### src/hdl/crf_pkg.sv
// ----------------------------------------------------------------------------
// crf_pkg
// Shared types, constants and the byte-wide CRC-32 update for the frame
// command responder.
// ----------------------------------------------------------------------------
`default_nettype none

package crf_pkg;

   localparam logic [31:0] CRC_POLY = 32'hEDB8_8320;
   localparam logic [31:0] CRC_ONES = 32'hFFFF_FFFF;

   localparam logic [7:0] CMD_START = 8'h01;
   localparam logic [7:0] CMD_DATA  = 8'h02;
   localparam logic [7:0] ACK_START = 8'h81;
   localparam logic [7:0] ACK_DATA  = 8'h82;

   localparam logic [7:0] STATUS_GOOD = 8'h01;
   localparam logic [7:0] STATUS_BAD  = 8'h02;

   localparam int HDR_BYTES   = 8;
   localparam int ARG_BYTES   = 6;
   localparam int QUEUE_DEPTH = 4;

   localparam logic [3:0] POS_SAT       = 4'd8;
   localparam logic [3:0] POS_CRC_START = 4'd4;
   localparam logic [3:0] POS_MIN_GOOD  = 4'd5;

   localparam logic [3:0] START_PAYLOAD = 4'd8;
   localparam logic [3:0] DATA_PAYLOAD  = 4'd5;
   localparam logic [3:0] START_LAST    = 4'd11;
   localparam logic [3:0] DATA_LAST     = 4'd8;

   typedef logic [7:0] byte_type;

   typedef struct packed {
      logic                          is_start;
      logic [ARG_BYTES-1:0][7:0]     args;
      logic                          good;
      logic                          started;
      logic                          done;
   } reply_desc_type;

   function automatic logic [31:0] crc_byte(input logic [31:0] crc, input logic [7:0] data);
      logic [31:0] c;
      c = crc ^ {24'd0, data};
      for (int k = 0; k < 8; k++) begin
         c = c[0] ? (CRC_POLY ^ (c >> 1)) : (c >> 1);
      end
      return c;
   endfunction

endpackage

`default_nettype wire

### src/hdl/crf_channels.sv
// ----------------------------------------------------------------------------
// crf channels
// Valid/ready channel interfaces for received bytes, reply bytes and the
// family register write.
// ----------------------------------------------------------------------------
`default_nettype none

interface crf_req_if;
   logic       valid;
   logic       ready;
   logic [7:0] rx_byte;
   logic       frame_end;

   modport source (output valid, output rx_byte, output frame_end, input ready);
   modport sink   (input valid, input rx_byte, input frame_end, output ready);
endinterface

interface crf_rsp_if;
   logic       valid;
   logic       ready;
   logic [7:0] tx_byte;
   logic       tx_last;
   logic       update_started;
   logic       update_done;

   modport source (output valid, output tx_byte, output tx_last, output update_started,
                   output update_done, input ready);
   modport sink   (input valid, input tx_byte, input tx_last, input update_started,
                   input update_done, output ready);
endinterface

interface crf_csr_if;
   logic       valid;
   logic       ready;
   logic [7:0] family_id;

   modport source (output valid, output family_id, input ready);
   modport sink   (input valid, input family_id, output ready);
endinterface

`default_nettype wire

### src/hdl/crf_queue.sv
// ----------------------------------------------------------------------------
// crf_queue
// Small show-ahead FIFO of reply descriptors between the front and back ends.
// ----------------------------------------------------------------------------
`default_nettype none

module crf_queue #(
   parameter int DEPTH = crf_pkg::QUEUE_DEPTH
) (
   input  logic                    clock,
   input  logic                    reset,
   input  logic                    push,
   input  crf_pkg::reply_desc_type push_data,
   output logic                    full,
   input  logic                    pop,
   output logic                    head_valid,
   output crf_pkg::reply_desc_type head_data
);

   localparam int PTR_W = (DEPTH > 1) ? $clog2(DEPTH) : 1;
   localparam int CNT_W = $clog2(DEPTH + 1);
   localparam logic [PTR_W-1:0] PTR_LAST = PTR_W'(DEPTH - 1);
   localparam logic [CNT_W-1:0] CNT_FULL = CNT_W'(DEPTH);

   crf_pkg::reply_desc_type mem_ff [DEPTH];
   logic [PTR_W-1:0] wr_ptr_ff, wr_ptr_in;
   logic [PTR_W-1:0] rd_ptr_ff, rd_ptr_in;
   logic [CNT_W-1:0] count_ff, count_in;
   logic do_push, do_pop;

   assign full       = (count_ff == CNT_FULL);
   assign head_valid = (count_ff != '0);
   assign head_data  = mem_ff[rd_ptr_ff];
   assign do_push    = push && !full;
   assign do_pop     = pop && head_valid;

   always_comb begin
      wr_ptr_in = wr_ptr_ff;
      rd_ptr_in = rd_ptr_ff;
      count_in  = count_ff;
      if (do_push) begin
         wr_ptr_in = (wr_ptr_ff == PTR_LAST) ? '0 : wr_ptr_ff + 1'b1;
      end
      if (do_pop) begin
         rd_ptr_in = (rd_ptr_ff == PTR_LAST) ? '0 : rd_ptr_ff + 1'b1;
      end
      if (do_push && !do_pop) begin
         count_in = count_ff + 1'b1;
      end else if (do_pop && !do_push) begin
         count_in = count_ff - 1'b1;
      end
   end

   always_ff @(posedge clock) begin
      if (reset) begin
         wr_ptr_ff <= '0;
         rd_ptr_ff <= '0;
         count_ff  <= '0;
      end else begin
         wr_ptr_ff <= wr_ptr_in;
         rd_ptr_ff <= rd_ptr_in;
         count_ff  <= count_in;
      end
   end

   always_ff @(posedge clock) begin
      if (do_push) begin
         mem_ff[wr_ptr_ff] <= push_data;
      end
   end

endmodule

`default_nettype wire

### src/hdl/crf_front.sv
// ----------------------------------------------------------------------------
// crf_front
// Takes one request byte per cycle while the queue has room, keeps the header,
// trailer window and running CRC; queues a reply per good start or data frame.
// ----------------------------------------------------------------------------
`default_nettype none

module crf_front (
   input  logic                    clock,
   input  logic                    reset,
   input  logic                    req_valid,
   output logic                    req_ready,
   input  logic [7:0]              rx_byte,
   input  logic                    frame_end,
   input  logic                    csr_valid,
   output logic                    csr_ready,
   input  logic [7:0]              csr_family,
   output logic [7:0]              family,
   input  logic                    queue_full,
   output logic                    push,
   output crf_pkg::reply_desc_type push_data
);

   logic [3:0]  pos_ff, pos_in, pos_upd;
   crf_pkg::byte_type hdr_ff [crf_pkg::HDR_BYTES];
   crf_pkg::byte_type hdr_in [crf_pkg::HDR_BYTES];
   crf_pkg::byte_type hdr_upd [crf_pkg::HDR_BYTES];
   logic [31:0] win_ff, win_in, win_upd;
   logic [31:0] crc_ff, crc_in, crc_upd;
   logic [15:0] ptotal_ff, ptotal_in;
   logic        started_ff, started_in;
   logic        done_ff, done_in;
   logic [7:0]  family_ff, family_in;

   logic        accept, good, is_start, is_data, last_pkg;
   logic [15:0] pkg_idx;

   assign req_ready = !queue_full;
   assign csr_ready = 1'b1;
   assign family    = family_ff;
   assign accept    = req_valid && req_ready;

   always_comb begin
      crc_upd = (pos_ff >= crf_pkg::POS_CRC_START) ? crf_pkg::crc_byte(crc_ff, win_ff[31:24])
                                                   : crc_ff;
      win_upd = {win_ff[23:0], rx_byte};
      pos_upd = (pos_ff == crf_pkg::POS_SAT) ? pos_ff : pos_ff + 4'd1;
      for (int i = 0; i < crf_pkg::HDR_BYTES; i++) begin
         hdr_upd[i] = (!pos_ff[3] && (pos_ff[2:0] == 3'(i))) ? rx_byte : hdr_ff[i];
      end

      good     = (pos_upd >= crf_pkg::POS_MIN_GOOD) && ((crc_upd ^ crf_pkg::CRC_ONES) == win_upd);
      is_start = (hdr_upd[0] == family_ff) && (hdr_upd[1] == crf_pkg::CMD_START);
      is_data  = (hdr_upd[0] == family_ff) && (hdr_upd[1] == crf_pkg::CMD_DATA);
      pkg_idx  = {hdr_upd[2], hdr_upd[3]};
      last_pkg = (ptotal_ff != 16'd0) && (pkg_idx == ptotal_ff - 16'd1);

      pos_in     = pos_ff;
      win_in     = win_ff;
      crc_in     = crc_ff;
      ptotal_in  = ptotal_ff;
      started_in = started_ff;
      done_in    = done_ff;
      family_in  = csr_valid ? csr_family : family_ff;
      for (int i = 0; i < crf_pkg::HDR_BYTES; i++) begin
         hdr_in[i] = hdr_ff[i];
      end
      push = 1'b0;

      if (accept) begin
         if (!frame_end) begin
            pos_in = pos_upd;
            win_in = win_upd;
            crc_in = crc_upd;
            for (int i = 0; i < crf_pkg::HDR_BYTES; i++) begin
               hdr_in[i] = hdr_upd[i];
            end
         end else begin
            pos_in = '0;
            win_in = '0;
            crc_in = crf_pkg::CRC_ONES;
            for (int i = 0; i < crf_pkg::HDR_BYTES; i++) begin
               hdr_in[i] = '0;
            end
            if (is_start && good) begin
               started_in = 1'b1;
               ptotal_in  = {hdr_upd[6], hdr_upd[7]};
               push       = 1'b1;
            end else if (is_data) begin
               if (good && last_pkg) begin
                  done_in = 1'b1;
               end
               push = 1'b1;
            end
         end
      end

      push_data.is_start = is_start;
      for (int i = 0; i < crf_pkg::ARG_BYTES; i++) begin
         push_data.args[i] = hdr_upd[i + 2];
      end
      push_data.good    = good;
      push_data.started = started_in;
      push_data.done    = done_in;
   end

   always_ff @(posedge clock) begin
      if (reset) begin
         pos_ff     <= '0;
         win_ff     <= '0;
         crc_ff     <= crf_pkg::CRC_ONES;
         ptotal_ff  <= '0;
         started_ff <= 1'b0;
         done_ff    <= 1'b0;
         family_ff  <= '0;
         for (int i = 0; i < crf_pkg::HDR_BYTES; i++) begin
            hdr_ff[i] <= '0;
         end
      end else begin
         pos_ff     <= pos_in;
         win_ff     <= win_in;
         crc_ff     <= crc_in;
         ptotal_ff  <= ptotal_in;
         started_ff <= started_in;
         done_ff    <= done_in;
         family_ff  <= family_in;
         for (int i = 0; i < crf_pkg::HDR_BYTES; i++) begin
            hdr_ff[i] <= hdr_in[i];
         end
      end
   end

endmodule

`default_nettype wire

### src/hdl/crf_back.sv
// ----------------------------------------------------------------------------
// crf_back
// Streams one reply per descriptor, byte by byte, and appends the CRC-32 of
// the reply body, computed as the body bytes are taken.
// ----------------------------------------------------------------------------
`default_nettype none

module crf_back (
   input  logic                    clock,
   input  logic                    reset,
   input  logic [7:0]              family,
   input  logic                    head_valid,
   input  crf_pkg::reply_desc_type head_data,
   output logic                    pop,
   output logic                    rsp_valid,
   input  logic                    rsp_ready,
   output logic [7:0]              tx_byte,
   output logic                    tx_last,
   output logic                    update_started,
   output logic                    update_done
);

   logic                    busy_ff, busy_in;
   crf_pkg::reply_desc_type desc_ff, desc_in;
   logic [3:0]              idx_ff, idx_in;
   logic [31:0]             crc_ff, crc_in;

   logic [3:0]  n_pay, last_idx, crc_sel;
   logic [31:0] crc_out;
   logic [7:0]  pay_byte, crc_part;
   logic        in_crc, fire, reply_end;

   always_comb begin
      n_pay    = desc_ff.is_start ? crf_pkg::START_PAYLOAD : crf_pkg::DATA_PAYLOAD;
      last_idx = desc_ff.is_start ? crf_pkg::START_LAST : crf_pkg::DATA_LAST;
      in_crc   = (idx_ff >= n_pay);
      crc_out  = crc_ff ^ crf_pkg::CRC_ONES;
      crc_sel  = idx_ff - n_pay;

      case (idx_ff)
         4'd0:    pay_byte = family;
         4'd1:    pay_byte = desc_ff.is_start ? crf_pkg::ACK_START : crf_pkg::ACK_DATA;
         4'd2:    pay_byte = desc_ff.args[0];
         4'd3:    pay_byte = desc_ff.args[1];
         4'd4: begin
            if (desc_ff.is_start) begin
               pay_byte = desc_ff.args[2];
            end else begin
               pay_byte = desc_ff.good ? crf_pkg::STATUS_GOOD : crf_pkg::STATUS_BAD;
            end
         end
         4'd5:    pay_byte = desc_ff.args[3];
         4'd6:    pay_byte = desc_ff.args[4];
         4'd7:    pay_byte = desc_ff.args[5];
         default: pay_byte = '0;
      endcase

      case (crc_sel[1:0])
         2'd0:    crc_part = crc_out[31:24];
         2'd1:    crc_part = crc_out[23:16];
         2'd2:    crc_part = crc_out[15:8];
         default: crc_part = crc_out[7:0];
      endcase

      tx_byte        = in_crc ? crc_part : pay_byte;
      tx_last        = (idx_ff == last_idx);
      update_started = desc_ff.started;
      update_done    = desc_ff.done;
      rsp_valid      = busy_ff;

      fire      = busy_ff && rsp_ready;
      reply_end = fire && tx_last;
      pop       = head_valid && (!busy_ff || reply_end);

      busy_in = busy_ff;
      desc_in = desc_ff;
      idx_in  = idx_ff;
      crc_in  = crc_ff;
      if (pop) begin
         busy_in = 1'b1;
         desc_in = head_data;
         idx_in  = '0;
         crc_in  = crf_pkg::CRC_ONES;
      end else if (reply_end) begin
         busy_in = 1'b0;
      end else if (fire) begin
         idx_in = idx_ff + 4'd1;
         if (!in_crc) begin
            crc_in = crf_pkg::crc_byte(crc_ff, pay_byte);
         end
      end
   end

   always_ff @(posedge clock) begin
      if (reset) begin
         busy_ff <= 1'b0;
         idx_ff  <= '0;
      end else begin
         busy_ff <= busy_in;
         idx_ff  <= idx_in;
      end
      desc_ff <= desc_in;
      crc_ff  <= crc_in;
   end

endmodule

`default_nettype wire

### src/hdl/crc32_frame_command_responder_core.sv
// ----------------------------------------------------------------------------
// crc32_frame_command_responder_core
// Frame receiver with CRC-32 check that answers start and data commands.
// ----------------------------------------------------------------------------
// Requests, and the front-end CRC loop: a byte per cycle while the queue is not full.
// Reply: first byte valid once the frame's queued descriptor is loaded by the back end.
// Back end: one reply byte per cycle while ready is high (12 bytes start, 9 bytes data).
// The descriptor queue lets QUEUE_DEPTH replies wait while the front keeps taking bytes.
// Synchronous reset clears the frame state, flags, family register and queue.
`default_nettype none

module crc32_frame_command_responder_core #(
   parameter int QUEUE_DEPTH = crf_pkg::QUEUE_DEPTH
) (
   input  logic       clock,
   input  logic       reset,
   crf_req_if.sink    req_bus,
   crf_rsp_if.source  rsp_bus,
   crf_csr_if.sink    csr_bus
);

   logic                    queue_full, push, pop, head_valid;
   logic [7:0]              family;
   crf_pkg::reply_desc_type push_data, head_data;

   crf_front u_front (
      .clock      (clock),
      .reset      (reset),
      .req_valid  (req_bus.valid),
      .req_ready  (req_bus.ready),
      .rx_byte    (req_bus.rx_byte),
      .frame_end  (req_bus.frame_end),
      .csr_valid  (csr_bus.valid),
      .csr_ready  (csr_bus.ready),
      .csr_family (csr_bus.family_id),
      .family     (family),
      .queue_full (queue_full),
      .push       (push),
      .push_data  (push_data)
   );

   crf_queue #(
      .DEPTH (QUEUE_DEPTH)
   ) u_queue (
      .clock      (clock),
      .reset      (reset),
      .push       (push),
      .push_data  (push_data),
      .full       (queue_full),
      .pop        (pop),
      .head_valid (head_valid),
      .head_data  (head_data)
   );

   crf_back u_back (
      .clock          (clock),
      .reset          (reset),
      .family         (family),
      .head_valid     (head_valid),
      .head_data      (head_data),
      .pop            (pop),
      .rsp_valid      (rsp_bus.valid),
      .rsp_ready      (rsp_bus.ready),
      .tx_byte        (rsp_bus.tx_byte),
      .tx_last        (rsp_bus.tx_last),
      .update_started (rsp_bus.update_started),
      .update_done    (rsp_bus.update_done)
   );

endmodule

`default_nettype wire

### src/flat_wrapper.sv
// flat-port wrapper written by rule: the top's interface ports become plain ports
module crc32_frame_command_responder_core_flat 
#(
   parameter int QUEUE_DEPTH = crf_pkg::QUEUE_DEPTH
)
  (clock, reset, req_bus_valid, req_bus_rx_byte, req_bus_frame_end, req_bus_ready, rsp_bus_valid, rsp_bus_tx_byte, rsp_bus_tx_last, rsp_bus_update_started, rsp_bus_update_done, rsp_bus_ready, csr_bus_valid, csr_bus_family_id, csr_bus_ready);
  crf_req_if req_bus_i ();
  crf_rsp_if rsp_bus_i ();
  crf_csr_if csr_bus_i ();
  input  logic clock;
  input  logic reset;
  input wire logic [$bits(req_bus_i.valid)-1:0] req_bus_valid;
  input wire logic [$bits(req_bus_i.rx_byte)-1:0] req_bus_rx_byte;
  input wire logic [$bits(req_bus_i.frame_end)-1:0] req_bus_frame_end;
  output wire logic [$bits(req_bus_i.ready)-1:0] req_bus_ready;
  output wire logic [$bits(rsp_bus_i.valid)-1:0] rsp_bus_valid;
  output wire logic [$bits(rsp_bus_i.tx_byte)-1:0] rsp_bus_tx_byte;
  output wire logic [$bits(rsp_bus_i.tx_last)-1:0] rsp_bus_tx_last;
  output wire logic [$bits(rsp_bus_i.update_started)-1:0] rsp_bus_update_started;
  output wire logic [$bits(rsp_bus_i.update_done)-1:0] rsp_bus_update_done;
  input wire logic [$bits(rsp_bus_i.ready)-1:0] rsp_bus_ready;
  input wire logic [$bits(csr_bus_i.valid)-1:0] csr_bus_valid;
  input wire logic [$bits(csr_bus_i.family_id)-1:0] csr_bus_family_id;
  output wire logic [$bits(csr_bus_i.ready)-1:0] csr_bus_ready;
  assign req_bus_i.valid = req_bus_valid;
  assign req_bus_i.rx_byte = req_bus_rx_byte;
  assign req_bus_i.frame_end = req_bus_frame_end;
  assign req_bus_ready = req_bus_i.ready;
  assign rsp_bus_valid = rsp_bus_i.valid;
  assign rsp_bus_tx_byte = rsp_bus_i.tx_byte;
  assign rsp_bus_tx_last = rsp_bus_i.tx_last;
  assign rsp_bus_update_started = rsp_bus_i.update_started;
  assign rsp_bus_update_done = rsp_bus_i.update_done;
  assign rsp_bus_i.ready = rsp_bus_ready;
  assign csr_bus_i.valid = csr_bus_valid;
  assign csr_bus_i.family_id = csr_bus_family_id;
  assign csr_bus_ready = csr_bus_i.ready;
  crc32_frame_command_responder_core #(.QUEUE_DEPTH(QUEUE_DEPTH)) u_core (.clock(clock), .reset(reset), .req_bus(req_bus_i), .rsp_bus(rsp_bus_i), .csr_bus(csr_bus_i));
endmodule
### config.mk
export PLATFORM = sky130hd
export DESIGN_NAME = crc32_frame_command_responder_core_flat
export DESIGN_NICKNAME = d
export VERILOG_FILES = /design/src/hdl/crf_pkg.sv /design/src/hdl/crf_channels.sv /design/src/hdl/crf_queue.sv /design/src/hdl/crf_front.sv /design/src/hdl/crf_back.sv /design/src/hdl/crc32_frame_command_responder_core.sv /design/src/flat_wrapper.sv
export SDC_FILE = /design/constraint.sdc
export NUM_CORES = 1
export LEC_CHECK = 0
export ABC_CLOCK_PERIOD_IN_PS = 5600
export BUFFER_PORTS_ARGS = -buffer_cell sky130_fd_sc_hd__clkbuf_2
export CORE_UTILIZATION = 50
export DETAILED_ROUTE_END_ITERATION = 10
export PLACE_DENSITY = 0.66
export SYNTH_ARGS = -nofsm -noshare
export SYNTH_HDL_FRONTEND = slang
export SYNTH_SLANG_ARGS = --single-unit
### constraint.sdc
create_clock -name clock -period 5.6 [get_ports clock]
set_clock_uncertainty 0.05 [all_clocks]
set_input_delay 0.28 -clock clock [delete_from_list [all_inputs] [get_ports clock]]
set_output_delay 0.28 -clock clock [all_outputs]
set_load 0.05 [all_outputs]
After elaboration in Yosys (flattened, before gate mapping)
Memory sizes are Yosys's and may differ from the RTL's. A register that Yosys moved wholly into a read port is not among the register bits.
Index checks and enable logic that the tools add are counted.

cells by class
  add/subtract/negate cells = 8
  magnitude comparators = 3
  equal/unequal tests = 26
  mux-type cells = 70
  bitwise gates (word level) = 30
  reductions and logical operators = 39

operators by type and width
  operator                                                                number
  32-bit two-way mux                                                      19
  13-bit inverter with 14-bit output                                      16
  8-bit two-way mux                                                       18
  64-bit two-way mux                                                      2
  32-bit inverter                                                         2
  8-bit case mux with 8 select lines                                      1
  32-bit by 8-bit XOR with 32-bit output                                  2
  32-bit == test                                                          1
  8-bit case mux with 3 select lines                                      1
  1-bit logical AND                                                       22
  1-bit two-way mux                                                       19
  16-bit == test                                                          1
  4-bit by 3-bit == test with 1-bit output (second input constant)        4
  16-bit nonzero test                                                     1
  16-bit by 1-bit subtractor with 16-bit output (second input constant)   1
  3-bit == test (second input constant)                                   5
  4-bit two-way mux                                                       3
  2-bit two-way mux                                                       5
  4-bit by 1-bit adder with 4-bit output (second input constant)          2
  4-bit by 2-bit == test with 1-bit output (second input constant)        2
  8-bit by 1-bit == test with 1-bit output (second input constant)        1
  8-bit by 2-bit == test with 1-bit output (second input constant)        1
  8-bit == test                                                           1
  4-bit by 3-bit >= comparator with 1-bit output (second input constant)  2
  25 further kinds                                                        44

word-level totals
  register bits = 138
  RAM bits = 272
  memories = 2

memories
  name                   words  bits a word  rd ports  clocked after memory_dff  wr ports  line             text
  u_core.u_queue.mem_ff  4      52           1         1                         1         crf_queue.sv:25  crf_pkg::reply_desc_type mem_ff [DEPTH];
  u_core.u_front.hdr_ff  8      8            8         0                         8         crf_front.sv:25  crf_pkg::byte_type hdr_ff [crf_pkg::HDR_BYTES];

Longest topological paths before layout
Gate-level depths: netlist of run 1.

  depth after elaboration = 30
  depth in mapped cells = 18
  depth with buffers taken out = 16

Hierarchy
Synthesis of run 1 repeated with hierarchy kept, for this count alone.

second synthesis, totals
  cells, all modules = 1726
  area, all modules = 21744.6 um^2

by module, submodules not included
  module     times used  cells each  area an instance (um^2)  seq. area each (um^2)
  crf_front  1           1046        9126.3                   3163.0
  crf_queue  1           322         7987.7                   6426.2
  crf_back   1           358         4630.7                   2302.2

Least setup slack after synthesis of run 1
OpenSTA, ideal clock, no wires.

  path kind = reg-to-reg
  start point = reg, netlist name u_core.u_back.desc_ff[51]
  end point = reg, netlist name u_core.u_back.desc_ff[10]
  library setup time = 0.437 ns
  arrival = 5.200 ns
  required time = 5.113 ns
  slack = -0.087 ns
  stages on the path, launching flop included = 9
  path buffers = 2
  path through = edfxtp_1 -> inv_1 -> ha_1 -> clkbuf_1 -> nor4b_1 -> nand2_1 -> a21o_1 -> inv_1 -> clkbuf_1

on the way
  word-level cells in the longest chain between the ends = 5

RTL lines
  what                       line                                      text
  2-bit two-way mux          crf_back.sv:35                            last_idx = desc_ff.is_start ? crf_pkg::START_LAST : crf_pkg::DATA_LAST;
  4-bit == test              crf_back.sv:66                            tx_last = (idx_ff == last_idx);
  named net rsp_bus_tx_last  flat_wrapper.sv:18                        output wire logic [$bits(rsp_bus_i.tx_last)-1:0] rsp_bus_tx_last;
  1-bit logical AND          crf_back.sv:72                            reply_end = fire && tx_last;
  1-bit logical OR           crf_back.sv:73                            pop = head_valid && (!busy_ff || reply_end);
  1-bit logical AND          crf_back.sv:73
  named net u_core.pop       crc32_frame_command_responder_core.sv:22  logic queue_full, push, pop, head_valid;

The timed path passes the listed nets, and every way through them passes these cells.
A chain may end at the register's enable or synchronous reset.

Worst setup path in the final report of run 1
  start point = reg u_core.u_front.win_ff[26]
  end point = reg u_core.u_queue.count_ff[2]

on the way
  word-level cells in the longest chain between the ends = 25

RTL lines
  what                                                                                       line              text
  start, declared                                                                            crf_front.sv:28   logic [31:0] win_ff, win_in, win_upd;
  start signal, assigned                                                                     crf_front.sv:121  win_ff <= win_in;
  32-bit by 8-bit XOR with 32-bit output *                                                   crf_pkg.sv:46     c = crc ^ {24'd0, data};
  32-bit two-way mux * (3 in a row)                                                          crf_pkg.sv:48     c = c[0] ? (CRC_POLY ^ (c >> 1)) : (c >> 1);
  13-bit inverter with 14-bit output (no line)                                               -
  32-bit two-way mux * (2 in a row)                                                          crf_pkg.sv:48
  13-bit inverter with 14-bit output (no line) / 32-bit two-way mux (equally long branches)  -
  32-bit two-way mux *                                                                       crf_pkg.sv:48
  13-bit inverter with 14-bit output (no line)                                               -
  32-bit two-way mux *                                                                       crf_pkg.sv:48
  [... 7 more ...]                                                                           -
  1-bit two-way mux *                                                                        crf_front.sv:85   if (is_start && good) begin
  1-bit two-way mux *                                                                        crf_front.sv:71   if (!frame_end) begin
  1-bit two-way mux *                                                                        crf_front.sv:70   if (accept) begin
  1-bit logical AND *                                                                        crf_queue.sv:34   assign do_push = push && !full;
  named net u_core.u_queue.do_push                                                           crf_queue.sv:29   logic do_push, do_pop;
  1-bit logical NOT                                                                          crf_queue.sv:49   end else if (do_pop && !do_push) begin
  1-bit logical AND                                                                          crf_queue.sv:49
  2-bit nonzero test (no line)                                                               -
  end signal, assigned                                                                       crf_queue.sv:62   count_ff <= count_in;
  end, declared                                                                              crf_queue.sv:28   logic [CNT_W-1:0] count_ff, count_in;

The timed path passes the listed nets; every way through them passes the cells marked *.

==> results.txt, run 1 <==
* Number of flops mapped to enable cells by yosys: 260
- Number of non-filler instances in the completed layout: 2443
- Setup violations remaining at the end of the flow were counted as 0.
- Number of inserted filler cells in the final layout: 3559
* Clock input transition at the sequential cells of the worst setup and hold paths: 0.06 ns
* Flop and latch count out of synthesis: 462
- Total via count after detailed routing: 14.4k
- Max-Slew Margin vs Limit: 8.67%
- TritonCTS built the clock tree.
- Number of warning messages in the yosys log: 0
- After detailed routing, the average wire length per cell comes to roughly 24 um.
* Worst hold-check path type: input port to flip-flop
* Number of distinct library cells after synthesis: 81
* IO buf count: 34
- DRC marker count from the first detailed-route iteration: 1375
* Drc violations: 0
- For this configuration, the core starts out at a cell density of 50.7%.
* Ratio of cells with drive above 1 in the final layout: 15.4%
* Clk Tree Root Cell: clkbuf_16
- On the worst path, the slowest cell contributes a delay of 0.69 ns.
- Commonest cells after routing, fill and taps aside: 260 x edfxtp_1, 200 x dfxtp_1, 158 x nand2_1
- Dividing total power by cell area gives a power density of 447 nW/um^2.
* Post-CTS setup buffer count: 0
* Number of nets still failing antenna checks after routing: 0
* Kind of launch point of the worst setup path: flip-flop
- After layout, the worst path uses 91.6% of the clock period.
- Leakage power: 8.83 nW
- The number of antenna violations at the first check in global routing came to 3.
- Endpoint arrival time on the critical path: roughly 5.6 ns
- Sequential share of the synthesized area: 54.3%
* Max Freq: 195 MHz
- Critical-path maximum fanout: 6
* Cell occurring most often along the worst timing path: xnor3_1
- Traced cell by cell, the critical path runs through xnor2_1 > xnor3_1 > xnor3_1 > a221o_1 > o41ai_1 > nand4_1 > or4_1 > o21ai_1 > ha_1 > inv_1 > fa_1 > xor2_1 > or3_1 > a21oi_1.
- The first global-routing pass estimated 88200 um of wire.
* Slowest cell on the critical path: xnor2_1
- Min Clock Period, post-route: 5.13 ns
- Chip Width: 211 um
- Clock tree synthesis inserted a total of 49 buffers.
* Layout area overhead: 12.4%
- Summed over all layers, the routed wires come to 59100 um.
- The number of placed instances, taps included, is 2340.
- Adding up every negative setup slack in the final design gives 0 ns.
- Worst vdd ir: 0.320 mV
- Full die area: 44500 um^2
- Overall Global Routing Usage: 26.8%
* Maximum clock path buffer count: 3
* Post-detailed-placement half-perimeter wirelength: 40500 um
- The total overflow left after global routing is 0.
- Clock sink count: 462
- Number of iterations in the first detailed-routing pass: 5
* Net count after synthesis: approximately 1.8k
- Most common library cell in the layout ignoring fill and taps: edfxtp_1
* Number of global-route vias before repair: between 10k and 15k
- Post-synthesis average cell area: 12.1 um^2
- Setup repair after global routing left no endpoint under its margin.
* Number of nets in the layout: 1859
- Number of slew-limit violations in the final report: 0
- For the pin with the worst max-slew slack, the measured transition is 1.36 ns.
- Maximum number of pins on one net before global-route repair: just over 80
- Syn Inst Count: 1799
- Synthesized cell area: roughly 22000 um^2
* Source-to-sink clock delay at the later pin of the worst-skew pair: 0.59 ns
- Number of vias per cell: a little under 6
- For the worst setup path, the data required time is 6.05 ns.
- Most frequently used flop master after synthesis: edfxtp_1
* Number of max-cap violations: 0
- Grouping stages by cell kind, the critical path spends the most delay in XOR/XNOR gates.
* Io pins: 36
- Final core utilization: 57.0%
- Standard-cell rows: 76
- Std-Cell Core Area: 43100 um^2
* Height of the die: between 200 and 250 um
- Kind of capture point of the worst setup path: flip-flop
* Maximum level of the CTS H-tree: 2
- Start-to-end type of the worst setup path: flip-flop to flip-flop
* Final-report hold violation count: 0
- The flow ran to the end, and the final reports show no timing, DRC or antenna violations.
- Routability cong.: 0.967
- Bufs and invs on worst path: 1
- Counting flops with an async set or reset pin after synthesis yields a share of 0%.
==> synth_stat cells (13+ instances only) <==
cell | n | share of area, %
edfxtp_1 | 260 | 36
a21oi_1 | 107 | 2.5
xnor3_1 | 25 | 2.6
dfxtp_1 | 202 | 19
nand3_1 | 44 | 1.0
xnor2_1 | 106 | 4.3
a22oi_1 | 62 | 2.1
o211ai_1 | 50 | 1.7
clkbuf_1 | 101 | 1.7
nor3_1 | 30 | 0.69
mux2_2 | 30 | 1.5
nor2_1 | 119 | 2.0
buf_1 | 13 | 0.22
mux4_2 | 60 | 6.2
xor2_1 | 47 | 1.9
ha_1 | 21 | 1.2
o21ai_0 | 50 | 1.1
inv_1 | 37 | 0.64
nor2b_1 | 13 | 0.37
mux2i_1 | 43 | 2.0
nand3b_1 | 33 | 1.1
nand2_1 | 159 | 2.7
nor4_1 | 14 | 0.40
==> power breakdown <==
| group | internal, mW | switching (mW) |
|---|---|---|
| clock | 2.00 | 1.38 |
| combinational | 1.41 | 1.91 |
| sequential | 4.00 | 0.267 |
==> what timing repair did <==
item | CTS | global route
resized for setup | 0 | 1
setup endpoints to repair | 0 | 1
hold buffers | 9 | 0
endpoints found under the hold margin | 9 | 0
==> flip-flops by register name, summed over array words and instances, names as in the netlist <==
| name | cells |
|---|---|
| u_core.u_queue.rd_ptr_ff | 2 |
| u_core.u_back.update_done | 1 |
| u_core.u_front.family | 8 |
| u_core.u_queue.wr_ptr_ff | 2 |
| u_core.u_front.crc_ff | 32 |
| u_core.u_front.ptotal_ff | 16 |
| u_core.u_back.desc_ff | 50 |
| u_core.u_back.update_started | 1 |
| u_core.u_front.hdr_ff | 64 |
| u_core.u_front.started_ff | 1 |
| u_core.u_front.done_ff | 1 |
| u_core.u_back.rsp_valid | 1 |
| u_core.u_queue.mem_ff | 208 |
| u_core.u_queue.count_ff | 3 |
| u_core.u_back.idx_ff | 4 |
| u_core.u_front.pos_ff | 4 |
| u_core.u_back.crc_ff | 32 |
| u_core.u_front.win_ff | 32 |
==> metrics by stage <==
step           hold slack [ns]  instance area, um^2  power, mW  setup WS, ns
6_report                 0.114                24500       11.0         0.471
2_1_floorplan            0.378                21800       6.78         0.748
5_1_grt                  0.129                24500       11.5         0.100
3_3_place_gp             0.385                22700       7.62         0.655
3_5_place_dp             0.391                22700       7.66         0.414
4_1_cts                 0.0712                24500       11.0         0.396
==> final timing paths <==
kind / startpoint / end / slack [ns] / cells after the start
hold reg to reg: u_core.u_front.hdr_ff[0][58]$_SDFFE_PP0P_ / u_core.u_front.hdr_ff[0][58]$_SDFFE_PP0P_ / 0.40 / 2
setup reg to reg: u_core.u_front.win_ff[26]$_SDFFE_PP0P_ / u_core.u_queue.count_ff[2]$_SDFFE_PP0P_ / 0.47 / 14
setup / recovery: u_core.u_front.win_ff[26]$_SDFFE_PP0P_ / u_core.u_queue.count_ff[2]$_SDFFE_PP0P_ / 0.47 / 14
hold / removal: csr_bus_valid / u_core.u_front.family[5]$_SDFFE_PP0P_ / 0.11 / 3
==> tightest hold or removal path: stages <==
cell,delay [ns]
clkbuf_2,0.25
mux2i_1,0.11
nor2_1,0.07
==> cell families (layout without fill, tap and decap cells) <==
| group | count (synthesis) | count (layout) | share of synthesized area (%) |
|---|---|---|---|
| mux | 134 | 134 | 9.76 |
| buf+inv | 160 | 217 | 2.83 |
| compound gates | 346 | 346 | 10.3 |
| simple gates | 476 | 476 | 10.6 |
| xor+xnor | 198 | 198 | 10.9 |
| fa+ha+maj | 22 | 22 | 1.30 |
| other cells | 1 | 3 | 0.0172 |
| flops | 462 | 462 | 54.3 |
==> final cells by class <==
class / count / area, um^2 / share of cell area [%]
diodes: 2 / 5.00 / 0.0204
multi-input cells: 1177 / 9420 / 38.4
flip-flops and latches: 462 / 11900 / 48.3
inverters: 37 / 139 / 0.566
repair buffers: 88 / 688 / 2.80
clock inverters: 26 / 344 / 1.40
clock buffers: 66 / 1360 / 5.54
well taps: 585 / 732 / 2.98
==> layer usage <==
layer / vias up / track usage, % / part of all wire (%)
met5: - / 0 / 0.054
met2: 451 / 43.7 / 48
met1: 7124 / 36.0 / 42
li1: 6691 / - / -
met3: 118 / 4.22 / 6.3
met4: 4 / 10.7 / 3.9
No activity file was read; power rests on OpenSTA's default activity.
==> inputs of run 2 (changes only) <==
- CORE_UTILIZATION: 50 -> 45
- CTS_CLUSTER_SIZE: unset -> 24
- PLACE_DENSITY: 0.66 -> unset
==> results.txt, run 2 (synthesis results as in run 1) <==
- Outcome: finished clean
- The number of antenna violations at the first check in global routing is 1 (-2).
- From synthesis to final layout, the design area changed by 11.7%.
- Drc violations: 0 (unchanged)
- Wire length of the first global-routing pass: 91600 um (+3.8%)
- Clk Tree Root Cell: clkbuf_16
* Number of iterations in the first detailed-routing pass: 7 (+2)
* Worst hold-check path type: input port to flip-flop
- The register with the most flip-flops in the final layout is u_core.u_queue.mem_ff.
- Routed length per placed instance: 24.4 um (+0.93%)
- Post-CTS setup buffer count: 0 (unchanged)
* Number of inserted filler cells in the final layout: 4220 (+19%)
- Number of max-cap violations: 0 (unchanged)
- The clock sink total was 462 (unchanged).
- Power per standard cell area: 442 nW/um^2 (-1.0%)
- The clock insertion delay at the later pin of the skew report was 0.60 ns (about the same).
* Max-Slew Margin vs Limit: 25.0% (+16 points)
* Number of global-route vias before repair: 14.3k (+1.5%)
- The worst setup path is of the flip-flop to flip-flop kind.
- Worst endpoint required time: 6.05 ns (about the same)
* Clock tree from TritonCTS: yes
- The row count was 80 (+5.3%).
- The count of boundary I/O pins came to 36 (unchanged).
- Min Clock Period, post-route: 5.18 ns (+0.0490 ns)
- Ratio of cells with drive above 1 in the final layout: 15.0% (-0.41 points)
* DRC marker count from the first detailed-route iteration: 1276 (-7.2%)
- The detailed-route vias per instance was 5.89 (about the same).
* Unrepaired setup endpoints after global routing: no
- The highest fanout seen on the critical path is 10 (+4).
- The worst ir drop on vdd came to 0.257 mV (-19%).
- The total track usage was 24.6% (-2.2 points).
- Routability cong.: 0.936 (-3.2%)
- The post-detailed-placement half-perimeter wirelength was 40200 um (-0.64%).
- The routed length on met1 came to 26200 um (+4.8%).
- The share of the clock period used by the worst path after layout was 92.5% (+0.87 points).
- The maximum number of pins on one net before global-route repair is 80 (-1.2%).
- The number of H-tree levels came to 2 (unchanged).
- Starting density of the core: 45.7% (-5.0 points)
* Std-Cell Core Area: 47700 um^2 (+11%)
- The routed wire length came to 60300 um (+2.0%).
- The upper clock frequency limit is 193 MHz (-0.95%).
- Detailed-routed wire length on met2: 29800 um (+5.9%)
* Number of slew-limit violations in the final report: 0 (unchanged)
* Residual overflow from global routing: 0 (unchanged)
- Leakage power: 8.75 nW (-0.92%)
- The number of buffers between clock root and the deepest sink is 3 (unchanged).
* Chip Width: 222 um (+5.4%)
* Number of placed instances with taps included: 2368 (+1.2%)
- The minimum setup slack after placement is 0.593 ns (+0.179 ns).
* Kind of capture point of the worst setup path: flip-flop
- Combined area of the multi-input logic cells: 9410 um^2 (about the same)
* Endpoint arrival time on the critical path: 5.63 ns (+0.05 ns)
- Antenna Diode Count: 0 (-2)
* Finish-stage setup viols: 0 (unchanged)
- The count of endpoints failing hold in the final timing report was 0 (unchanged).
- Seq. cell area: 11900 um^2 (unchanged)
- Number of non-filler instances in the completed layout: 2469 (+1.1%)
* Final worst-path setup slack: 0.422 ns (-0.0490 ns)
- The transition at the pin with the smallest max-transition slack is 1.13 ns (-0.239 ns).
- CTS buffer count: 49 (unchanged)
- The die footprint was 49400 um^2 (+11%).
- The total met3 wirelength after detailed routing came to 2800 um (-24%).
* Setup TNS: 0 ns (unchanged)
- Most common library cell in the layout ignoring fill and taps: edfxtp_1
* IO buf count: 34 (unchanged)
- In the layout the commonest cells are 260 x edfxtp_1, 200 x dfxtp_1, 158 x nand2_1.
- Number of nets in the layout: 1857 (-0.11%)
* Kind of launch point of the worst setup path: flip-flop
* Height of the die: 222 um (+5.4%)
- Total via count after detailed routing: 14.5k (+0.99%)
- The remaining number of nets flagged by the antenna check after routing is 0 (unchanged).
- The clock-pin slew on the worst setup and hold paths was 0.06 ns (about the same).
- Largest regs: u_core.u_queue.mem_ff: 208 flops, u_core.u_front.hdr_ff: 64 flops, u_core.u_back.desc_ff: 50 flops
- Flip-flop count of the largest register after layout: 208 (unchanged)
- Top routing layer in use: met4
==> run 2: cell count changes in the layout (fill, tap and decap cells not counted), moves of 3 or more <==
cell / delta
bufinv_16: -5
clkbuf_8: -3
clkbuf_1: +8
clkinv_2: +5
buf_12: -3
==> run 2: routing by layer <==
layer,vias to the layer above,track usage [%]
met4,0,7.12
met3,91,2.98
met2,397,42.2
met5,-,0
met1,7384,32.9
li1,6659,-
==> run 2: timing repair <==
action / in CTS / in global routing
gates resized for setup: 0 / 0
hold endpoints to repair: 9 / 0
hold buffers: 9 / 0
==> run 2: worst paths after layout <==
check | from | to | slack (ns) | depth (start not counted)
hold reg to reg | u_core.u_front.hdr_ff[0][62]$_SDFFE_PP0P_ | u_core.u_front.hdr_ff[0][62]$_SDFFE_PP0P_ | 0.40 | 2
setup / recovery | u_core.u_front.win_ff[31]$_SDFFE_PP0P_ | u_core.u_queue.count_ff[2]$_SDFFE_PP0P_ | 0.42 | 14
setup reg to reg | u_core.u_front.win_ff[31]$_SDFFE_PP0P_ | u_core.u_queue.count_ff[2]$_SDFFE_PP0P_ | 0.42 | 14
hold / removal | reset | u_core.u_front.win_ff[23]$_SDFFE_PP0P_ | 0.15 | 2
==> run 2: power breakdown <==
| part | internal (mW) | total, mW | switching [mW] |
|---|---|---|---|
| Combinational | 1.39 | 3.31 | 1.91 |
| Sequential | 4.00 | 4.30 | 0.297 |
| Clock | 1.79 | 3.17 | 1.38 |
==> run 2: worst max-delay path, stage by stage (launching register included) <==
cell and delay (ns):
dfxtp_1 0.37, xnor2_4 0.53, xnor3_1 0.53, xnor3_1 0.46, nor2b_1 0.18, o41ai_1 0.47, nand4_1 0.22, or4_1 0.63
o21ai_1 0.34, ha_1 0.24, inv_1 0.06, fa_1 0.37, xor2_1 0.18, or3_1 0.31, a21oi_1 0.15
==> run 2: through the flow <==
step	power (mW)	util (%)	area, um^2	hold WS (ns)
after floorplan	6.78	-	21800	0.378
after global placement	7.65	47.6	22700	0.385
after detailed placement	7.68	47.6	22700	0.393
after CTS	10.9	51.1	24400	0.159
after global routing	11.3	51.1	24400	0.181
final	10.8	51.1	24400	0.150
==> run 2: cell type report <==
type	count	area share, %
sequential	462	48.6
multi-input combinational	1177	38.6
clock buffer	73	5.74
tap	615	3.16
timing repair buffer	86	2.61
clock inverter	19	0.683
inverter	37	0.570
